File: config.mk
export PLATFORM = sky130hd
export DESIGN_NAME = cae_ease
export DESIGN_NICKNAME = d
export VERILOG_FILES = /design/src/cae_pkg.sv /design/src/cae_ease.sv
export SDC_FILE = /design/constraint.sdc
export NUM_CORES = 2
export LEC_CHECK = 0
export BUFFER_PORTS_ARGS = -buffer_cell sky130_fd_sc_hd__buf_4
export CAP_MARGIN = 20
export CORE_AREA = 10 10 408 410
export CTS_BUF_LIST = sky130_fd_sc_hd__clkbuf_8
export CTS_CLUSTER_DIAMETER = 40
export DETAILED_ROUTE_END_ITERATION = 8
export DIE_AREA = 0 0 418 420
export PLACE_DENSITY = 0.69
export SYNTH_ARGS = -nofsm -noshare
export SYNTH_HDL_FRONTEND = slang
export SYNTH_SLANG_ARGS = --single-unit
File: constraint.sdc
create_clock -name clk -period 10.7 [get_ports clk]
set_input_delay 0.535 -clock clk [delete_from_list [all_inputs] [get_ports clk]]
set_output_delay 0.535 -clock clk [all_outputs]
set_load 0.02 [all_outputs]
File: src/cae_pkg.sv
// Shared types and codes for the clip animation easing evaluator.
`default_nettype none
package cae_pkg;

  typedef enum logic [2:0] {
    REG_ENT_PRESET = 3'd0,
    REG_ENT_TICKS  = 3'd1,
    REG_EXT_PRESET = 3'd2,
    REG_EXT_TICKS  = 3'd3,
    REG_CLIP_TICKS = 3'd4
  } cfg_reg_e;

  typedef enum logic [3:0] {
    PRE_NONE   = 4'd0,
    PRE_FADE   = 4'd1,
    PRE_UP     = 4'd2,
    PRE_DOWN   = 4'd3,
    PRE_LEFT   = 4'd4,
    PRE_RIGHT  = 4'd5,
    PRE_POP    = 4'd6,
    PRE_ZOOM   = 4'd7,
    PRE_SPIN   = 4'd8,
    PRE_TYPING = 4'd9
  } preset_e;

  localparam int unsigned TICK_W = 31;
  localparam int unsigned SPIN_Q88 = 120 * 256;

  // one progress lane inside a divider cell
  typedef struct packed {
    logic              fixed;     // progress settled before division
    logic              fixed_one; // settled value is one, else zero
    logic [TICK_W-1:0] rem;
  } lane_t;

  typedef struct packed {
    logic  valid;
    lane_t ent;
    lane_t ext;
  } cell_t;

  typedef struct packed {
    logic signed [15:0] shift_x;
    logic signed [15:0] shift_y;
    logic [16:0]        zoom_factor;
    logic signed [15:0] turn_angle;
    logic [16:0]        alpha;
    logic [16:0]        reveal_amount;
  } xform_t;

endpackage
`default_nettype wire

File: src/cae_ease.sv
// Easing pipeline: picks the active progress and evaluates the preset curve.
`default_nettype none
module cae_ease
  import cae_pkg::*;
#(
  parameter int unsigned FRAC_BITS = 16
) (
  input  wire logic               clk,
  input  wire logic               rst,
  input  wire logic               en,
  input  wire logic               in_valid,
  input  wire logic [FRAC_BITS:0] t_ent,
  input  wire logic [FRAC_BITS:0] t_ext,
  input  wire logic [3:0]         ent_preset,
  input  wire logic [3:0]         ext_preset,
  input  wire logic               clip_zero,
  output logic                    res_valid,
  output xform_t                  res
);

  localparam int unsigned F   = FRAC_BITS;
  localparam int unsigned NW  = F + 2;
  localparam int unsigned PW  = 2 * F + 6;
  localparam longint ONE_L    = longint'(1) <<< F;
  localparam longint SLIDE_L  = (35 * ONE_L + 50) / 100;
  localparam longint ZF_L     = (55 * ONE_L + 50) / 100;
  localparam longint CAP_L    = (112 * ONE_L + 50) / 100;
  localparam longint C1_L     = (170158 * ONE_L + 50000) / 100000;
  localparam longint C3_L     = C1_L + ONE_L;
  localparam logic [PW-1:0] ONE   = PW'(ONE_L);
  localparam logic [PW-1:0] HALF  = PW'(ONE_L >>> 1);
  localparam logic [PW-1:0] SLIDE = PW'(SLIDE_L);
  localparam logic [PW-1:0] ZF    = PW'(ZF_L);
  localparam logic [PW-1:0] ZR    = PW'(ONE_L - ZF_L);
  localparam logic [PW-1:0] CAP   = PW'(CAP_L);
  localparam logic [PW-1:0] C1    = PW'(C1_L);
  localparam logic [PW-1:0] C3    = PW'(C3_L);
  localparam logic [PW-1:0] SPIN  = PW'(SPIN_Q88);
  localparam int unsigned SHR = (F > 16) ? F - 16 : 0;
  localparam int unsigned SHL = (F < 16) ? 16 - F : 0;
  localparam int unsigned CW  = NW + SHL + 1;
  localparam logic [CW-1:0] RND = (F > 16) ? CW'(longint'(1) <<< (F - 17)) : '0;

  // fixed point at FRAC_BITS to Q16, half up on the magnitude
  function automatic logic [16:0] to_q16(input logic [NW-1:0] m);
    logic [CW-1:0] x;
    x = (CW'(m) + RND) >> SHR;
    x = x << SHL;
    return x[16:0];
  endfunction

  // stage registers
  logic              v1, v2, v3, v4, v5;
  logic [3:0]        p1, p2, p3, p4;
  logic [NW-1:0]     t1, t2, t3, t4;
  logic [NW-1:0]     u1, u2;
  logic [NW-1:0]     sq3, sq3d, cube3;
  logic [NW-1:0]     eased4, slide4, c3c4, c1s4, zease4;
  logic [14:0]       turn4;

  logic              sel_ext;
  logic [PW-1:0]     sq_p, cube_p, slide_p, c3c_p, c1s_p, zease_p, turn_p;
  logic [PW-1:0]     eased_w, back, zpop_p, zpop;
  logic [NW-1:0]     sx_m, sy_m, zoom_m, alpha_m, reveal_m;
  logic              sx_neg, sy_neg;
  logic [14:0]       turn_m;
  logic [16:0]       sx_q, sy_q;
  xform_t            res_next;

  always_comb begin
    sel_ext = t_ext < t_ent;
    sq_p    = (PW'(u1) * PW'(u1) + HALF) >> F;
    cube_p  = (PW'(sq3) * PW'(u2) + HALF) >> F;
    eased_w = ONE - PW'(cube3);
    slide_p = (PW'(cube3) * SLIDE + HALF) >> F;
    c3c_p   = (PW'(cube3) * C3 + HALF) >> F;
    c1s_p   = (PW'(sq3d) * C1 + HALF) >> F;
    zease_p = ZF + ((eased_w * ZR + HALF) >> F);
    turn_p  = (PW'(cube3) * SPIN + HALF) >> F;
  end

  always_ff @(posedge clk) begin
    if (rst) begin
      v1 <= 1'b0; v2 <= 1'b0; v3 <= 1'b0; v4 <= 1'b0; v5 <= 1'b0;
    end else if (en) begin
      v1 <= in_valid; v2 <= v1; v3 <= v2; v4 <= v3; v5 <= v4;
    end
  end

  always_ff @(posedge clk) begin
    if (en) begin
      // pick the animation further from rest; a zero clip is rest
      p1 <= clip_zero ? PRE_NONE : (sel_ext ? ext_preset : ent_preset);
      t1 <= NW'(sel_ext ? t_ext : t_ent);
      u1 <= NW'(ONE) - NW'(sel_ext ? t_ext : t_ent);
      p2 <= p1; t2 <= t1; u2 <= u1; sq3 <= sq_p[NW-1:0];
      p3 <= p2; t3 <= t2; cube3 <= cube_p[NW-1:0];
      // carry the square alongside the cube
      sq3d <= sq3;
      p4 <= p3; t4 <= t3;
      eased4 <= eased_w[NW-1:0];
      slide4 <= slide_p[NW-1:0];
      c3c4   <= c3c_p[NW-1:0];
      c1s4   <= c1s_p[NW-1:0];
      zease4 <= zease_p[NW-1:0];
      turn4  <= turn_p[14:0];
      res    <= res_next;
    end
  end

  always_comb begin
    back = ONE - PW'(c3c4) + PW'(c1s4);
    if (back[PW-1]) begin
      back = '0;
    end
    zpop_p = ZF + ((back * ZR + HALF) >> F);
    zpop   = (zpop_p > CAP) ? CAP : zpop_p;
    sx_m = '0; sy_m = '0; sx_neg = 1'b0; sy_neg = 1'b0;
    zoom_m = NW'(ONE); turn_m = '0; alpha_m = NW'(ONE); reveal_m = NW'(ONE);
    case (p4)
      PRE_FADE:   alpha_m = t4;
      PRE_UP:     begin sy_m = slide4; alpha_m = eased4; end
      PRE_DOWN:   begin sy_m = slide4; sy_neg = 1'b1; alpha_m = eased4; end
      PRE_LEFT:   begin sx_m = slide4; alpha_m = eased4; end
      PRE_RIGHT:  begin sx_m = slide4; sx_neg = 1'b1; alpha_m = eased4; end
      PRE_POP:    begin zoom_m = zpop[NW-1:0]; alpha_m = eased4; end
      PRE_ZOOM:   begin zoom_m = zease4; alpha_m = eased4; end
      PRE_SPIN:   begin
        turn_m = turn4; zoom_m = zease4; alpha_m = eased4;
      end
      PRE_TYPING: reveal_m = t4;
      default:    ;
    endcase
    sx_q = to_q16(sx_m);
    sy_q = to_q16(sy_m);
    res_next.shift_x       = sx_neg ? -sx_q[15:0] : sx_q[15:0];
    res_next.shift_y       = sy_neg ? -sy_q[15:0] : sy_q[15:0];
    res_next.zoom_factor   = to_q16(zoom_m);
    res_next.turn_angle    = -{1'b0, turn_m};
    res_next.alpha         = to_q16(alpha_m);
    res_next.reveal_amount = to_q16(reveal_m);
  end

  assign res_valid = v5;

endmodule
`default_nettype wire

==> results.sh <==
export IMPL_drcViolationCount=0
export IMPL_antenna_found_initial=4
export IMPL_final_core_util=0.4362
export IMPL_io_pins=147
export IMPL_wl_um=146200
export IMPL_synthMuxAreaShare=0.006991
export IMPL_critPathTopFamily="compound AO/OA/AOI/OAI gates"
export IMPL_synth_xor_area_frac=0.04476
export IMPL_synth_simple_area_share=0.09330
export IMPL_async_reset_ff_frac=0
export IMPL_drive_above_1_share=0.07687
export IMPL_cts_tree="yes"
export IMPL_relSlewSlack=0.2815
export IMPL_hp_start="clip_zero"
export IMPL_timing_final_crit_share=0.9687
export IMPL_reg2reg_from="c3c4[0]$_DFFE_PP_"
export IMPL_die_area_sq_mm=0.1756
export IMPL_grt_pass1_vias=45830
export IMPL_numPlacedInstances=8268
export IMPL_cp_required_ns=11.18
export IMPL_hold_violations=0
export IMPL_stdcell_count=8422
export IMPL_dp_hpwl_um=121700
export IMPL_final_net_count=8329
export IMPL_cpPeakStageDelay_ns=0.51
export IMPL_end_kind="flop"
export IMPL_synth_area_sq_mm=0.06282
export IMPL_cts_made_buffers=72
export IMPL_clkLatencyLatePin_ns=0.74
export IMPL_routedWlPerCell_um=17.36
export IMPL_critical_path_class="flop to flop"
export IMPL_yosys_most_used_dff="edfxtp_1"
export IMPL_syn_inst=6064
export IMPL_firstDrtPassIters=5
export IMPL_arrival_ns=10.84
export IMPL_gp_congestion=0.9130
export IMPL_finClkSkew_ns=0.03753
export IMPL_min_path_cells=2
export IMPL_grt_max_degree=174
export IMPL_synthesis_nets=8102
export IMPL_synth_cell_type_count=85
export IMPL_h_tree_depth=3
export IMPL_crit_fanout=6
export IMPL_clkSinkCount=377
export IMPL_clk_path_buf_depth=3
export IMPL_clock_root_buffer="clkbuf_8"
export IMPL_cp_slowest_cell="fa_1"
export IMPL_synth_adder_area_share=0.5237
export IMPL_ff2ff_path_depth=41
export IMPL_synth_edf_count=372
export IMPL_worstSetupStartpointType="flop"
export IMPL_drt_iter0_drc=2317
export IMPL_via_per_inst=4.993
export IMPL_drv_cap=0
export IMPL_vias=42050
export IMPL_path_clk_slew_ns=0.06
export IMPL_grtUsageTotal=0.1690
export IMPL_cp_startpoint="c3c4[0]$_DFFE_PP_"
export IMPL_worst_pin_slew_ns=1.051
export IMPL_die_h_um=420
export IMPL_finalCriticalPeriod_ns=10.37
export IMPL_port_buffers=146
export IMPL_core_sq_mm=0.1578
export IMPL_hp_class="primary input to flop"
export IMPL_yosysWarnings=0
export IMPL_syn_avg_cell_area_sq_um=10.36
export IMPL_setup_viol=0
export IMPL_num_rows=146
export IMPL_ys_ff_latch=377
export IMPL_gr_total_overflow=0
export IMPL_synth_compound_area_frac=0.05639
export IMPL_slew_violations=0
export IMPL_synth_top_family_by_area="adder cells"
export IMPL_fmax_mhz=96.48
export IMPL_area_growth_synth_to_final_pct=9.597
export IMPL_critPathBufInv=8
export IMPL_path_depth=41
export IMPL_ant_nets=0
export IMPL_start_util=0.3980
export IMPL_status="completed"
export IMPL_grt_pass1_wl_um=239800
export IMPL_fp_dieW_um=418
export IMPL_ys_seq_area_frac=0.1794
-- repair_timing --
action | in CTS | in global routing
cloned | 0 | 1
pin swaps | 1 | 34
buffers inserted | 0 | 16
hold buffers | 2 | 0
resized for setup | 6 | 70
hold endpoints to repair | 5 | 0
endpoints found under the setup margin | 10 | 17
-- through the flow --
step                      worst slack (ns)  hold WS [ns]  cell area (sq um)  setup TNS [ns]
final                               0.3350        0.1321              68840               0
after global routing              -0.04287       0.08948              68840        -0.05355
after CTS                         0.007743       0.03921              68370               0
after detailed placement           -0.1924        0.4045              66890         -0.3003
after global placement             0.03822        0.4026              66880               0
after floorplan                     0.3557        0.4003              62820               0
-- cell type report --
class | instances | area, sq um
fill | 14910 | 88990
inverter | 1474 | 5537
antenna | 2 | 5.005
multi-input combinational | 4093 | 45920
timing repair buffer | 273 | 2083
sequential | 377 | 11270
tap | 2072 | 2592
clock buffer | 72 | 991.0
clock inverter | 59 | 441.7
-- sequential cells by signal (all words and copies together) (netlist names), 15 cells and up --
register / flops
res: 99
c1s4: 18
c3c4: 18
cube3: 18
sq3: 18
sq3d: 18
eased4: 17
t1: 17
t2: 17
t3: 17
t4: 17
u1: 17
u2: 17
zease4: 17
slide4: 16
turn4: 15
-- path summary, 6_finish.rpt --
check                           slack [ns]             endpoint
worst max-delay path                  0.33    res[59]$_DFFE_PP_
worst min-delay path                  0.13  p1[3]$_SDFFCE_PP0P_
worst max register to register        0.33    res[59]$_DFFE_PP_
worst min register to register        0.41     t3[16]$_DFFE_PP_
-- cells in the final DEF, fill, tap and decap left out, types with 55 or more instances in the layout --
cell / n
xnor2_1: 192
o21ai_0: 93
fa_1: 1064
a21o_1: 55
and2_1: 208
nand2_1: 427
nand3_1: 61
ha_1: 919
edfxtp_1: 372
nor2_1: 239
clkbuf_8: 72
nor3_1: 66
inv_1: 1485
buf_4: 267
a21oi_1: 112
xor2_1: 126
-- synthesized netlist by cell type (22+ instances only) --
master | count | share of area
a21o_1 | 56 | 0.0067
a21oi_1 | 118 | 0.0094
and2_1 | 209 | 0.021
and3_1 | 29 | 0.0029
clkbuf_1 | 111 | 0.0066
edfxtp_1 | 372 | 0.18
fa_1 | 1064 | 0.34
ha_1 | 927 | 0.18
inv_1 | 1473 | 0.088
mux2i_1 | 27 | 0.0043
nand2_1 | 432 | 0.026
nand2b_1 | 24 | 0.0024
nand3_1 | 61 | 0.0049
nor2_1 | 242 | 0.014
nor2b_1 | 33 | 0.0033
nor3_1 | 70 | 0.0056
o21a_1 | 31 | 0.0037
o21ai_0 | 102 | 0.0081
or3_1 | 22 | 0.0022
xnor2_1 | 194 | 0.027
xor2_1 | 127 | 0.018
-- cell families after synthesis --
logic type / count (synthesis)
AND/OR/NAND/NOR: 1215
buffers and inverters: 1595
multiplexers: 42
adder cells (fa/ha/maj): 1991
AO/OA/AOI/OAI: 523
flip-flops: 377
XOR/XNOR: 321
-- routing by layer --
metal | vias up | track usage | share of wire
met3 | 250 | 0.02552 | 0.057
met4 | 0 | 0.04951 | 0.029
met5 | - | 0 | 0
met1 | 21090 | 0.2146 | 0.42
li1 | 19610 | - | -
met2 | 1107 | 0.2966 | 0.50
Power is not shown: default switching activity piles up to over one toggle a cycle in this logic, so the estimate is an artifact.
