===== src/cae_pkg.sv =====
// Shared types and codes for the clip animation easing evaluator.
`default_nettype none
package cae_pkg;

  typedef enum logic [2:0] {
    REG_ENT_PRESET = 3'd0,
    REG_ENT_TICKS  = 3'd1,
    REG_EXT_PRESET = 3'd2,
    REG_EXT_TICKS  = 3'd3,
    REG_CLIP_TICKS = 3'd4
  } cfg_reg_e;

  typedef enum logic [3:0] {
    PRE_NONE   = 4'd0,
    PRE_FADE   = 4'd1,
    PRE_UP     = 4'd2,
    PRE_DOWN   = 4'd3,
    PRE_LEFT   = 4'd4,
    PRE_RIGHT  = 4'd5,
    PRE_POP    = 4'd6,
    PRE_ZOOM   = 4'd7,
    PRE_SPIN   = 4'd8,
    PRE_TYPING = 4'd9
  } preset_e;

  localparam int unsigned TICK_W = 31;
  localparam int unsigned SPIN_Q88 = 120 * 256;

  // one progress lane inside a divider cell
  typedef struct packed {
    logic              fixed;     // progress settled before division
    logic              fixed_one; // settled value is one, else zero
    logic [TICK_W-1:0] rem;
  } lane_t;

  typedef struct packed {
    logic  valid;
    lane_t ent;
    lane_t ext;
  } cell_t;

  typedef struct packed {
    logic signed [15:0] shift_x;
    logic signed [15:0] shift_y;
    logic [16:0]        zoom_factor;
    logic signed [15:0] turn_angle;
    logic [16:0]        alpha;
    logic [16:0]        reveal_amount;
  } xform_t;

endpackage
`default_nettype wire


===== src/cae_div_cell.sv =====
// One restoring-division cell: one quotient bit for each progress lane.
`default_nettype none
module cae_div_cell
  import cae_pkg::*;
#(
  parameter int unsigned QW = 16
) (
  input  wire logic              clk,
  input  wire logic              rst,
  input  wire logic              en,
  input  wire logic [TICK_W-1:0] ent_ticks,
  input  wire logic [TICK_W-1:0] ext_ticks,
  input  wire cell_t             din,
  input  wire logic [QW-1:0]     q_ent_in,
  input  wire logic [QW-1:0]     q_ext_in,
  output cell_t                  dout,
  output logic [QW-1:0]          q_ent,
  output logic [QW-1:0]          q_ext
);

  logic [TICK_W:0]   ent_r2, ext_r2, ent_diff, ext_diff;
  logic              ent_ge, ext_ge;
  cell_t             nxt;

  always_comb begin
    ent_r2   = {din.ent.rem, 1'b0};
    ext_r2   = {din.ext.rem, 1'b0};
    ent_diff = ent_r2 - {1'b0, ent_ticks};
    ext_diff = ext_r2 - {1'b0, ext_ticks};
    ent_ge   = ent_r2 >= {1'b0, ent_ticks};
    ext_ge   = ext_r2 >= {1'b0, ext_ticks};
    nxt      = din;
    nxt.ent.rem = ent_ge ? ent_diff[TICK_W-1:0] : ent_r2[TICK_W-1:0];
    nxt.ext.rem = ext_ge ? ext_diff[TICK_W-1:0] : ext_r2[TICK_W-1:0];
  end

  always_ff @(posedge clk) begin
    if (rst) begin
      dout.valid <= 1'b0;
    end else if (en) begin
      dout  <= nxt;
      q_ent <= {q_ent_in[QW-2:0], ent_ge};
      q_ext <= {q_ext_in[QW-2:0], ext_ge};
    end
  end

endmodule
`default_nettype wire


===== config.mk =====
export PLATFORM = sky130hd
export DESIGN_NAME = cae_div_cell
export DESIGN_NICKNAME = d
export VERILOG_FILES = /design/src/cae_pkg.sv /design/src/cae_div_cell.sv
export SDC_FILE = /design/constraint.sdc
export NUM_CORES = 1
export LEC_CHECK = 0
export ABC_CLOCK_PERIOD_IN_PS = 14400
export BUFFER_PORTS_ARGS = -buffer_cell sky130_fd_sc_hd__buf_2
export CAP_MARGIN = 20
export CORE_MARGIN = 8
export CORE_UTILIZATION = 55
export DETAILED_ROUTE_END_ITERATION = 12
export GPL_TIMING_DRIVEN = 0
export MAX_ROUTING_LAYER = met4
export PLACE_DENSITY_LB_ADDON = 0.25
export SLEW_MARGIN = 10
export SYNTH_ARGS = -nofsm -noshare
export SYNTH_HDL_FRONTEND = slang
export SYNTH_SLANG_ARGS = --single-unit

===== constraint.sdc =====
create_clock -name clk -period 14.4 [get_ports clk]
set_clock_uncertainty 0.15 [all_clocks]
set_input_delay 2.16 -clock clk [delete_from_list [all_inputs] [get_ports clk]]
set_output_delay 2.16 -clock clk [all_outputs]
set_load 0.005 [all_outputs]

==> metrics.txt, run 1 <==
chip height about 130 microns; gpl congestion about 0.96; post-CTS setup buffers 0; r2r worst-path depth 2; fraction of registers with async set/reset 0%; Die Wd approximately 130 microns; run status complete, no violations; IO Count approximately 260; Largest stage delay, worst path approximately 480 ps; pwr/cell area ~95 nW/um^2; top_reg_cell synth edfxtp_1; Max Slew Vio Count 0; clock buffer count from CTS 9; clk_lat worst skew 350 ps; # setup viols final 0; crit path from ent_ticks[0]; vias in the first global route between 6k and 7k; WL final 21.6 mm; full die area 17400 sq um; share of the synthesized area in the top cell type 39.9%; DR vias/cell between 5 and 6; dominant cell type by area after synthesis edfxtp_1; dominant cells by area after synthesis edfxtp_1 (40%), ha_1 (11%), o21ai_0 (4.4%), a21oi_1 (3.8%), inv_1 (3.7%); cts repair resizes 0; crit path time final between 5000 and 6000 ps; Seq/Total Area, Yosys between 40% and 50%; first-pass GRT wire length 34.1 mm; reg-to-reg setup timing slack 13670 ps; FMAX between 150 and 200 MHz; drt initial violations 523; Port Buf Inserts 260; fraction of layout cells with a size suffix above 1 approximately 31%; flops & latches, synth roughly 100; YS warnings 0; largest net degree at the start of global routing 35; worst hold stages 2; Leak about 4.2 nW; EDFF count, synth 98; WS Path Type in2reg; Initial Utilization a little under three fifths; Worst EP required 14350 ps; Layout area overhead 25.8%; Worst setup endpoint dout[61]$_DFFE_PP_; GRT Total Usage approximately 25%; Hold-fix buffers, CTS 0; RSZ-0062 raised after global routing false; worst-margin pin slew ~540 ps; final-stage net count 1271; initial antenna violation count 4; cell with the most instances after synthesis edfxtp_1; post-synthesis cell count approximately 770; Post-Route Utilization between 70% and 80%; Post-Synthesis Cell Area between 7000 and 8000 sq um; CP most frequent cell buf_2; max_cap viols 0; Crit Reg-Reg Startpoint dout[66]$_SDFFE_PP0P_; Setup crit start kind input port; Clock Tree Buf Depth 2; clock transition at the registers of the reported paths 70 ps; relative max-transition margin between 60% and 70%; CTS tree yes; H-Tree Level Count 3; setup TNS 0 ps; antenna viol nets, final 0; drt first pass iters 8; row cnt 42; Max IR drop VDD ~0.048 mV; Synth cell types 62; CTS root buffer clkbuf_16; Post-synth top cells edfxtp_1 (98), inv_1 (73), nand2_1 (72); synthesized area per cell around 9.6 sq um; Slowest-stage cell, CP fa_1; Filler cells 1044; clk sinks between 90 and 100; DR DRC count 0; worst min path class reg2reg; crit share post-route around 37%; worst-path cell chain buf_2 -> inv_1 -> fa_1 -> a211oi_1 -> o21bai_1 -> o21a_1 -> o21ai_0 -> a31oi_1 -> o211ai_2 -> and2_1 -> buf_2 -> buf_6 -> mux2_2; Placeable Area between 10000 and 15000 sq um; post-DR wirelength/cell roughly 18 microns; Final HPWL DP around 17 mm; footprint of the multi-input gates about 4000 sq um; grt total ovfl 0; total via count after detailed routing roughly 6.9k; Synthesized Nets 997; FF-to-FF End dout[66]$_SDFFE_PP0P_; FF+latch area between 2000 and 3000 sq um; crit end category flip-flop; Hold Vio Cnt, Final 0; WP data arrival 5350 ps; Crit Path Max Fanout 10
[per-stage QoR]
step | hold WS [ps] | power, W | area, sq um | std cells | setup slack (ps)
2_1_floorplan | 335 | 0.000548 | 7380 | 769 | 7160
3_3_place_gp | 331 | 0.000638 | 8900 | 1205 | 5110
3_5_place_dp | 336 | 0.000643 | 8960 | 1208 | 8680
4_1_cts | 353 | 0.000886 | 9260 | 1224 | 9030
5_1_grt | 388 | 0.000930 | 9270 | 1228 | 8700
6_report | 350 | 0.000885 | 9280 | 1229 | 9000
[critical path, delay by kind of cell]
kind,cells,cell delay (ps)
adders and majority gates,1,480
and+or+nand+nor,1,190
AOI/OAI and AO/OA,6,1600
buffers and inverters,4,540
muxes,1,370
[report_power, final]
part / internal, W / leakage [nW] / switching, W
Sequential: 0.000354 / 0.923 / 0.00000647
Clock: 0.000126 / 0.142 / 0.000119
Combinational: 0.000127 / 3.18 / 0.000152
Total: 0.000607 / 4.24 / 0.000277
[cell type report]
type | count | area share, %
Inverter | 73 | 2.95
Multi-Input combinational cell | 572 | 43.1
Clock inverter | 6 | 0.634
Timing Repair Buffer | 263 | 14.7
Buffer | 25 | 1.56
Antenna cell | 5 | 0.135
Sequential cell | 99 | 31.9
Clock buffer | 10 | 2.58
Tap cell | 176 | 2.37
[kinds of logic after synthesis]
group / Yosys count / synth area share [%]
XOR/XNOR: 49 / 5.82
flip-flops: 99 / 40.2
AND/OR/NAND/NOR: 201 / 12.9
multiplexers: 27 / 4.09
AO/OA/AOI/OAI: 231 / 20.2
adder cells (fa/ha/maj): 64 / 11.1
buffers and inverters: 98 / 5.68
[metal layers]
metal  track usage (%)  wire (microns)  share of wire [%]
met1              30.4            9200                 43
met2              37.9            9550                 44
met5                 -               0                  0
met3              7.39            2180                 10
met4              9.25             624                2.9
[sequential cells by signal, indices dropped and copies added, names as in the netlist]
name,cells
q_ent,16
q_ext,16
dout,67
[layout by cell type (no fill, tap or decap), types with 9 or more instances in the layout]
cell       synthesis  final
edfxtp_1          98     98
mux2_2            24     24
ha_1              62     62
o21ai_0           65     65
clkbuf_16          0      9
nand3_1           18     18
o21a_1            15     15
nor2_1            39     39
xnor2_1           31     31
nand2_1           72     72
xor2_1            18     18
nand4_1           10     10
nor3_1            12     12
a21oi_1           56     56
clkbuf_1          13     13
a21o_1            25     25
buf_2              4    264
inv_1             73     73
[how the worst min path moves through the flow]
| stage | endpoint | start |
|---|---|---|
| after floorplan | dout[66]$_SDFFE_PP0P_ | dout[66]$_SDFFE_PP0P_ |
| after global placement | dout[66]$_SDFFE_PP0P_ | dout[66]$_SDFFE_PP0P_ |
| after detailed placement | dout[66]$_SDFFE_PP0P_ | dout[66]$_SDFFE_PP0P_ |
| after CTS | dout[66]$_SDFFE_PP0P_ | dout[66]$_SDFFE_PP0P_ |
| after global routing | dout[66]$_SDFFE_PP0P_ | dout[66]$_SDFFE_PP0P_ |
| final | dout[66]$_SDFFE_PP0P_ | dout[66]$_SDFFE_PP0P_ |
(Power assumes the default switching activity.)
==> run 2, diff against run 1 <==
Settings changed: ABC_CLOCK_PERIOD_IN_PS 14400 to 5400, CORE_UTILIZATION 55 to 51.
Clock period 14.4 ns to 5.4 ns, I/O delays scaled along.
==> run 2 against run 1 <==
  * Die area increased by 6.9%
  * Highest routed layer unchanged
  * Power increased to 2.7 times the previous value
  * Global-route usage shrank 1.7 points
  * Routed wire length is 0.24% higher
  * Register-to-register slack worse by 9000 ps
  * Via count is 1.3% lower
  * Sequential share of layout area is 0.094 points lower
  * Setup slack worse by 7700 ps
  * Largest power group unchanged
  * Final cell count is 0.41% higher
==> metrics.txt, run 2 (same netlist as run 1, synthesis figures left out) <==
run status complete, no violations; pwr/cell area 258 nW/um^2 (+170%); Post-Route Utilization 65.0% (-5.3 points); Setup crit start kind input port; post-DR wirelength/cell 17.5 microns (-0.17%); max reg flops 67 (unchanged); most frequent cells in the layout buf_2 (264), edfxtp_1 (98), inv_1 (73); Sw Ratio 30.8% (-0.52 points); first-pass GRT wire length 33.0 mm (-3.3%); worst-margin pin slew 689 ps (+146 ps); RSZ-0062 raised after global routing false; initial antenna violation count 2 (-2); Max Slew Vio Count 0 (unchanged); crit share post-route roughly three quarters; DR vias/cell 5.51 (-1.7%); Placeable Area 14300 sq um (+8.5%); crit end category flip-flop; clk sinks 99 (unchanged); Worst EP required 5350 ps (-9000 ps); dpl cells 1216 (+0.66%); Pwr Total 0.00240 W (+170%); drt first pass iters 5 (-3); IO Count 263 (unchanged); clock buffer count from CTS 9 (unchanged); CP most frequent cell buf_2; dpl cell area 8980 sq um (+0.20%); worst min path class reg2reg; CTS root buffer clkbuf_16; # setup viols final 0 (unchanged); Hold-fix buffers, CTS 0 (unchanged); Slowest-stage cell, CP fa_1; full die area 18600 sq um (+6.9%); relative max-transition margin 54.0% (-9.5 points); Final Non-Filler Cells 1234 (+0.41%); Initial Utilization 51.5% (-4.4 points); total via count after detailed routing 6803 (-1.3%); fraction of layout cells with a size suffix above 1 31.0% (unchanged); Most flops, register dout; drt initial violations 357 (-32%); combinational power share 31.1% (-0.5 points); WS Path Type in2reg; cts repair resizes 0 (unchanged); Max IR drop VDD 0.140 mV (+200%); setup TNS 0 ps (unchanged); Reg power frac 40.1% (-0.7 points); largest net degree at the start of global routing 33 (-5.7%); GRT Total Usage 23.1% (-1.7 points); Power Internal 0.00166 W (+170%); Clk pwr share 28.8% (+1.2 points); grt total ovfl 0 (unchanged); registers with the most flip-flops dout x67, q_ent x16, q_ext x16; worst-path cell chain buf_2 -> inv_1 -> fa_1 -> a211oi_1 -> o21bai_1 -> o21a_1 -> o21ai_0 -> a31oi_1 -> o211ai_2 -> and2_1 -> buf_2 -> buf_6 -> mux2_2; Hold Vio Cnt, Final 0 (unchanged); row cnt 44 (+4.8%); Clock Tree Buf Depth 2 (unchanged); Layout area overhead 26.1%; post-route cell area 9300 sq um (+0.30%); clock transition at the registers of the reported paths 70 ps (about the same); CTS tree yes; Crit Path Max Fanout 10 (unchanged); clk_lat worst skew 350 ps (about the same); gpl congestion 0.909 (-5.8%); commonest non-fill, non-tap cell in the layout buf_2; chip height 136 microns (+3.4%); Leak 4.25 nW (+0.24%); H-Tree Level Count 3 (unchanged); DR DRC count 0 (unchanged); Final HPWL DP 17.6 mm (+0.75%); max_cap viols 0 (unchanged); crit path time final 4060 ps; Largest stage delay, worst path 500 ps (+20 ps); final-stage net count 1271 (unchanged); Die Wd 136 microns (+3.4%); FMAX roughly 250 MHz; post-CTS setup buffers 0 (unchanged); sw power 0.000739 W (+170%); WP data arrival 4010 ps (-1340 ps); WL final 21.6 mm (+0.24%); vias in the first global route 6534 (-2.0%); Port Buf Inserts 260 (unchanged); antenna viol nets, final 0 (unchanged)
## run 2: area by class of cell
class | instances | area [sq um]
Antenna cell | 2 | 5.00
Buffer | 25 | 145
Clock buffer | 9 | 225
Clock inverter | 7 | 90.1
Fill cell | 1241 | 5010
Inverter | 73 | 274
Multi-Input combinational cell | 572 | 4000
Sequential cell | 99 | 2960
Tap cell | 184 | 230
Timing Repair Buffer | 263 | 1370
## run 2: worst paths after layout
| check | start | endpoint | slack [ps] | depth (start not counted) |
|---|---|---|---|---|
| worst max-delay path | ent_ticks[0] | dout[44]$_DFFE_PP_ | 1340 | 13 |
| worst min-delay path | dout[66]$_SDFFE_PP0P_ | dout[66]$_SDFFE_PP0P_ | 390 | 2 |
| worst max register to register | dout[66]$_SDFFE_PP0P_ | dout[66]$_SDFFE_PP0P_ | 4650 | 2 |
| worst min register to register | dout[66]$_SDFFE_PP0P_ | dout[66]$_SDFFE_PP0P_ | 390 | 2 |
## run 2: metal layers
metal  vias to the layer above  routed length [microns]  GRT usage (%)
met4                         0                      295           6.77
met5                         -                        0              -
met2                       289                     9820           36.1
met1                      3124                     9320           29.2
met3                        24                     2170           5.51
li1                       3366                        -              -
## run 2: metrics by stage
stage          worst slack [ps]  hold slack (ps)
6_report                   1340              395
5_1_grt                    1110              449
4_1_cts                    1360              407
3_5_place_dp               1010              383
3_3_place_gp                184              326
2_1_floorplan              1450              335
## run 2: power groups by stage
stage / clock network, W / registers, W / logic, W
6_report: 0.000690 / 0.000961 / 0.000747
5_1_grt: 0.000726 / 0.000968 / 0.000827
4_1_cts: 0.000704 / 0.000962 / 0.000745
3_5_place_dp: 0 / 0.000978 / 0.000740
3_3_place_gp: 0 / 0.000981 / 0.000723
2_1_floorplan: 0 / 0.000993 / 0.000467
## run 2: critical path, delay by kind of cell
kind	cells	cell delay (ps)
AOI/OAI and AO/OA	6	1610
buffers and inverters	4	520
adders and majority gates	1	500
muxes	1	350
and+or+nand+nor	1	200
